<file path="config.mk">
export PLATFORM = sky130hd
export DESIGN_NAME = srks_ctrl
export DESIGN_NICKNAME = d
export VERILOG_FILES = /design/src/design/srks_pkg.sv /design/src/design/srks_ctrl.sv
export SDC_FILE = /design/constraint.sdc
export NUM_CORES = 1
export LEC_CHECK = 0
export BUFFER_PORTS_ARGS = -buffer_cell sky130_fd_sc_hd__buf_2
export CAP_MARGIN = 15
export CORE_AREA = 2 2 39 41
export DETAILED_ROUTE_END_ITERATION = 7
export DIE_AREA = 0 0 41 43
export GPL_ROUTABILITY_DRIVEN = 0
export GPL_TIMING_DRIVEN = 0
export PLACE_DENSITY = 0.76
export SYNTH_ARGS = -nofsm -noshare
export SYNTH_HDL_FRONTEND = slang
export SYNTH_SLANG_ARGS = --single-unit
</file>
<file path="constraint.sdc">
create_clock -name aclk -period 2.2 [get_ports aclk]
set_input_delay 0.44 -clock aclk [delete_from_list [all_inputs] [get_ports aclk]]
set_output_delay 0.44 -clock aclk [all_outputs]
set_load 0.1 [all_outputs]
</file>
<file path="src/design/srks_pkg.sv">
package srks_pkg;

    localparam int STORE_SLOTS = 4096;
    localparam int TOP_SECTION = 2048;
    localparam int KEY_W       = 32;
    localparam int LVL_W       = 4;
    localparam int ADDR_W      = $clog2(STORE_SLOTS);
    localparam int N_RUNS      = ADDR_W;
    localparam int RUN_W       = $clog2(N_RUNS);

    localparam logic [LVL_W-1:0] LVL_MAX = '1;

    typedef logic [ADDR_W-1:0] addr_t;

    // datapath operations issued by the controller
    typedef enum logic [4:0] {
        OP_NONE,
        OP_LOAD,
        OP_SKIP,
        OP_RUN_START,
        OP_BS_RD,
        OP_BS_CMP,
        OP_LO_RD,
        OP_HIT,
        OP_MISS,
        OP_INSERT,
        OP_M_INIT,
        OP_M_RD1,
        OP_M_LD1,
        OP_M_LD2,
        OP_M_STEP,
        OP_M_FILL,
        OP_M_NEXT,
        OP_OUT
    } dp_op_t;

    typedef struct packed {
        logic run_live;
        logic b_zero;
        logic half_zero;
        logic hit;
        logic allow;
        logic src_lt_low;
        logic rem2_zero;
        logic out_free;
    } dp_status_t;

    typedef enum logic [3:0] {
        S_IDLE,
        S_SCAN,
        S_BS_RD,
        S_BS_CMP,
        S_LO_CMP,
        S_INSERT,
        S_M_CHECK,
        S_M_RD1,
        S_M_LD1,
        S_M_LD2,
        S_M_STEP,
        S_M_FILL,
        S_DONE
    } ctrl_state_t;

endpackage

</file>
<file path="src/design/srks_ctrl.sv">
module srks_ctrl (
    input  logic                 aclk,
    input  logic                 aresetn,
    input  logic                 s_valid,
    output logic                 s_ready,
    input  srks_pkg::dp_status_t status,
    output srks_pkg::dp_op_t     op
);

    srks_pkg::ctrl_state_t state_reg;
    srks_pkg::ctrl_state_t state_next;
    srks_pkg::ctrl_state_t scan_end;

    always_ff @(posedge aclk) begin
        if (!aresetn) begin
            state_reg <= srks_pkg::S_IDLE;
        end else begin
            state_reg <= state_next;
        end
    end

    always_comb begin
        // where to go once every run has been searched without a hit
        scan_end   = status.allow ? srks_pkg::S_INSERT : srks_pkg::S_DONE;
        state_next = state_reg;
        op         = srks_pkg::OP_NONE;
        s_ready    = 1'b0;
        case (state_reg)
            srks_pkg::S_IDLE: begin
                s_ready = 1'b1;
                if (s_valid) begin
                    op         = srks_pkg::OP_LOAD;
                    state_next = srks_pkg::S_SCAN;
                end
            end
            srks_pkg::S_SCAN: begin
                if (status.run_live) begin
                    op         = srks_pkg::OP_RUN_START;
                    state_next = srks_pkg::S_BS_RD;
                end else if (status.b_zero) begin
                    state_next = scan_end;
                end else begin
                    op         = srks_pkg::OP_SKIP;
                    state_next = srks_pkg::S_SCAN;
                end
            end
            srks_pkg::S_BS_RD: begin
                if (status.half_zero) begin
                    op         = srks_pkg::OP_LO_RD;
                    state_next = srks_pkg::S_LO_CMP;
                end else begin
                    op         = srks_pkg::OP_BS_RD;
                    state_next = srks_pkg::S_BS_CMP;
                end
            end
            srks_pkg::S_BS_CMP: begin
                op         = srks_pkg::OP_BS_CMP;
                state_next = srks_pkg::S_BS_RD;
            end
            srks_pkg::S_LO_CMP: begin
                if (status.hit) begin
                    op         = srks_pkg::OP_HIT;
                    state_next = srks_pkg::S_DONE;
                end else begin
                    op         = srks_pkg::OP_MISS;
                    state_next = status.b_zero ? scan_end : srks_pkg::S_SCAN;
                end
            end
            srks_pkg::S_INSERT: begin
                op         = srks_pkg::OP_INSERT;
                state_next = srks_pkg::S_M_CHECK;
            end
            srks_pkg::S_M_CHECK: begin
                if (status.src_lt_low) begin
                    op         = srks_pkg::OP_M_INIT;
                    state_next = srks_pkg::S_M_RD1;
                end else begin
                    state_next = srks_pkg::S_DONE;
                end
            end
            srks_pkg::S_M_RD1: begin
                op         = srks_pkg::OP_M_RD1;
                state_next = srks_pkg::S_M_LD1;
            end
            srks_pkg::S_M_LD1: begin
                op         = srks_pkg::OP_M_LD1;
                state_next = srks_pkg::S_M_LD2;
            end
            srks_pkg::S_M_LD2: begin
                op         = srks_pkg::OP_M_LD2;
                state_next = srks_pkg::S_M_STEP;
            end
            srks_pkg::S_M_STEP: begin
                if (status.rem2_zero) begin
                    op         = srks_pkg::OP_M_NEXT;
                    state_next = srks_pkg::S_M_CHECK;
                end else begin
                    op         = srks_pkg::OP_M_STEP;
                    state_next = srks_pkg::S_M_FILL;
                end
            end
            srks_pkg::S_M_FILL: begin
                op         = srks_pkg::OP_M_FILL;
                state_next = srks_pkg::S_M_STEP;
            end
            srks_pkg::S_DONE: begin
                if (status.out_free) begin
                    op         = srks_pkg::OP_OUT;
                    state_next = srks_pkg::S_IDLE;
                end
            end
            default: begin
                state_next = srks_pkg::S_IDLE;
            end
        endcase
    end

endmodule

</file>
==> results.md <==
* Relative slew slack at 0.680
* Synthesis-to-finish area growth at 29.6%
* Final Power at 734 uW
* Setup Buffers After CTS at 0
* Least-Margin Pin Slew at 0.483 ns
* TritonCTS clock tree: yes
* Mux cell area share after synthesis at 0.0557
* Reg-to-reg slack, setup at 0.82 ns
* Worst-path clk slew at 0.04 ns
* Cell area after synthesis at 562 um2
* Syn nets at 90
* HP Start: aresetn
* Area post-placement at 694 um2
* Pwr dens at 1010 mW/mm2
* Synth top area share at 0.143
* Post-synth ARST share at 0
* Largest net degree at the start of global routing at 11
* Clock Path Buffers at 2
* Element type at the critical path end: output pin
* Final Hold Viols at 0
* DR vias at 702
* Clock sinks at 4
* Hold/Removal Path Class: input pin to flip-flop
* Hold buffer count at CTS at 0
* Leak at 0.313 nW
* Layout cell share with drive strength beyond 1 at 0.337
* Top delay family on crit path: buffers and inverters
* Most common cell after layout, fill and taps aside: buf_2
* PortBufs at 16
* RSZ-0062 raised after global routing: no
* Initial antenna violation count at 0
* Ys flop type: dfxtp_1
* Worst Hold Path EP: state_reg[2]
* Post-synthesis adder-cell area fraction at 0
* Buf+Inv Stages, Crit Path at 3
* Worst R2R Start: state_reg[1]
* Pre-CTS setup slack at 0.190 ns
* Critical path required time at 1.76 ns
* Post-route cell area at 728 um2
* Peak supply drop at 521 uV
* Setup violators final at 0
* Most frequent cells in the layout: buf_2 (15), a21oi_1 (10), nand2_1 (7), nor2_1 (6), buf_4 (5)
* Top cells by area, synth: dfxtp_1 (14%), a21oi_1 (8.9%), buf_4 (5.3%)
* Worst Path Max Fanout at 10
* Antenna viol nets, final at 0
* Main combinational cell family by area after synthesis: compound AO/OA/AOI/OAI gates
* Kind of critical path: flip-flop to output pin
* YS warnings at 0
* Vias per cell at 6.16
* Die height at 43 um
* Arrival @ worst endpoint at 1.65 ns
* Die width at 41 um
* 1st-iter DRT viols at 39
* Post-Syn Instances at 79
* Drt wl/cell at 14.3 um
* Max cap viols at 0
* Final hold slack at 0.478 ns
* Io pins at 17
* Final WL at 1630 um
* Reg2Reg Depth at 4
* Clock insertion delay at the later pin of the skew report at 0.23 ns
* DP Wirelength at 1260 um
* Slew Viols, Final at 0
* Avg Synthesized Cell Area at 7.11 um2
* Final Cycle Share at 0.951
* CTS Buf Count at 3
* Hold depth at 2
* GRT Total Usage at 0.208
* First-pass GRT wire length at 2550 um
* Setup TNS at 0 ns
* Largest register FFs at 4
* Type of origin of the critical path: flip-flop
* Vias in the first global route at 577
* Yosys reg bits at 4
* Sequential fraction of the synthesis area at 0.143
* Full die area at 0.00176 mm2
* CP startpoint: state_reg[3]
* Core Box Area at 0.00138 mm2
* Layout Nets at 111
* DRC Markers at 0
* Worst setup margin at 0.107 ns
* Reg2reg end: state_reg[3]
* Drt first pass iters at 4
* Synth Area in Simple Gates at 0.278
* Max incr delay on CP at 0.36 ns
* Synth Area in Compound Gates at 0.425
* Most frequent cell on the critical path: buf_4
* Largest area contributor in the netlist: dfxtp_1
* Starting density of the core at 0.406
* ANT cells at 0
* XOR/XNOR Fraction of Synth Area at 0
* FMAX at 0.478 GHz
* Period minus WS final at 2.09 ns
* Grt ovf at 0
* H-tree depth at 1
* Number of synthesized flops with an enable pin at 0
* Clock Skew at 0.00367 ns
* Synth cell types at 36
* FP Rows at 14
* CP max-delay cell: a221oi_1
* Cell Chain, Critical Path: buf_4, buf_2, a221oi_1, o32ai_2, buf_4
* Run status: finished clean
* Root buf cell: clkbuf_4
stage by stage:
| step | cells | util |
|---|---|---|
| floorplan | 79 | - |
| global placement | 111 | 0.502 |
| detailed placement | 111 | 0.502 |
| CTS | 114 | 0.520 |
| global route | 114 | 0.526 |
| finish | 114 | 0.526 |
worst register-to-register path: stages (launching register included):
cell     delay (ns)
dfxtp_1        0.37
nor2b_2        0.20
a21oi_1        0.10
a22o_1         0.27
o31a_1         0.31
synth_stat cells, types with 2 or more instances:
cell,instances
buf_4,4
a21oi_1,10
o21ai_0,5
a31oi_1,3
a22o_1,2
nor2b_1,3
dfxtp_1,4
buf_2,2
nor2_1,6
nand2b_1,2
inv_1,4
a211o_1,2
mux2i_1,2
nand2_1,7
nor4_1,2
routing by layer:
metal / global-route usage / vias to the layer above / wire [um]
li1: - / 340 / -
met1: 0.272 / 325 / 710
met2: 0.328 / 37 / 814
met3: 0.0628 / 0 / 109
met4: 0.0400 / 0 / 0
met5: 0 / - / 0
how the worst max path moves through the flow:
stage | endpoint | cells past startpoint
4_1_cts | op[1] | 5
3_3_place_gp | op[0] | 6
3_5_place_dp | op[0] | 6
6_report | op[1] | 5
2_1_floorplan | op[1] | 5
5_1_grt | op[3] | 5
where the power goes:
part / internal [mW] / leakage [nW] / switching (mW)
sequential: 0.0845 / 0.0328 / 0.0128
clock: 0.0608 / 0.0138 / 0.0270
combinational: 0.155 / 0.266 / 0.394
what timing repair did:
| action | 4_1_cts | 5_1_grt |
|---|---|---|
| cloned | 0 | 0 |
| resized for setup | 1 | 4 |
| setup endpoints to repair | 1 | 3 |
final cells by class:
class / instances / area, um2
fillers: 141 / 656
multi-input cells: 65 / 459
repair buffers: 16 / 91.3
flip-flops and latches: 4 / 80.1
plain buffers: 6 / 40.0
clock buffers: 3 / 22.5
well taps: 16 / 20.0
inverters: 4 / 15.0
logic make-up after synthesis:
kind of cell / count (synthesis)
mux: 3
flops: 4
simple gates: 28
buf+inv: 10
compound gates: 34
No activity file was read; power rests on OpenSTA's default activity.
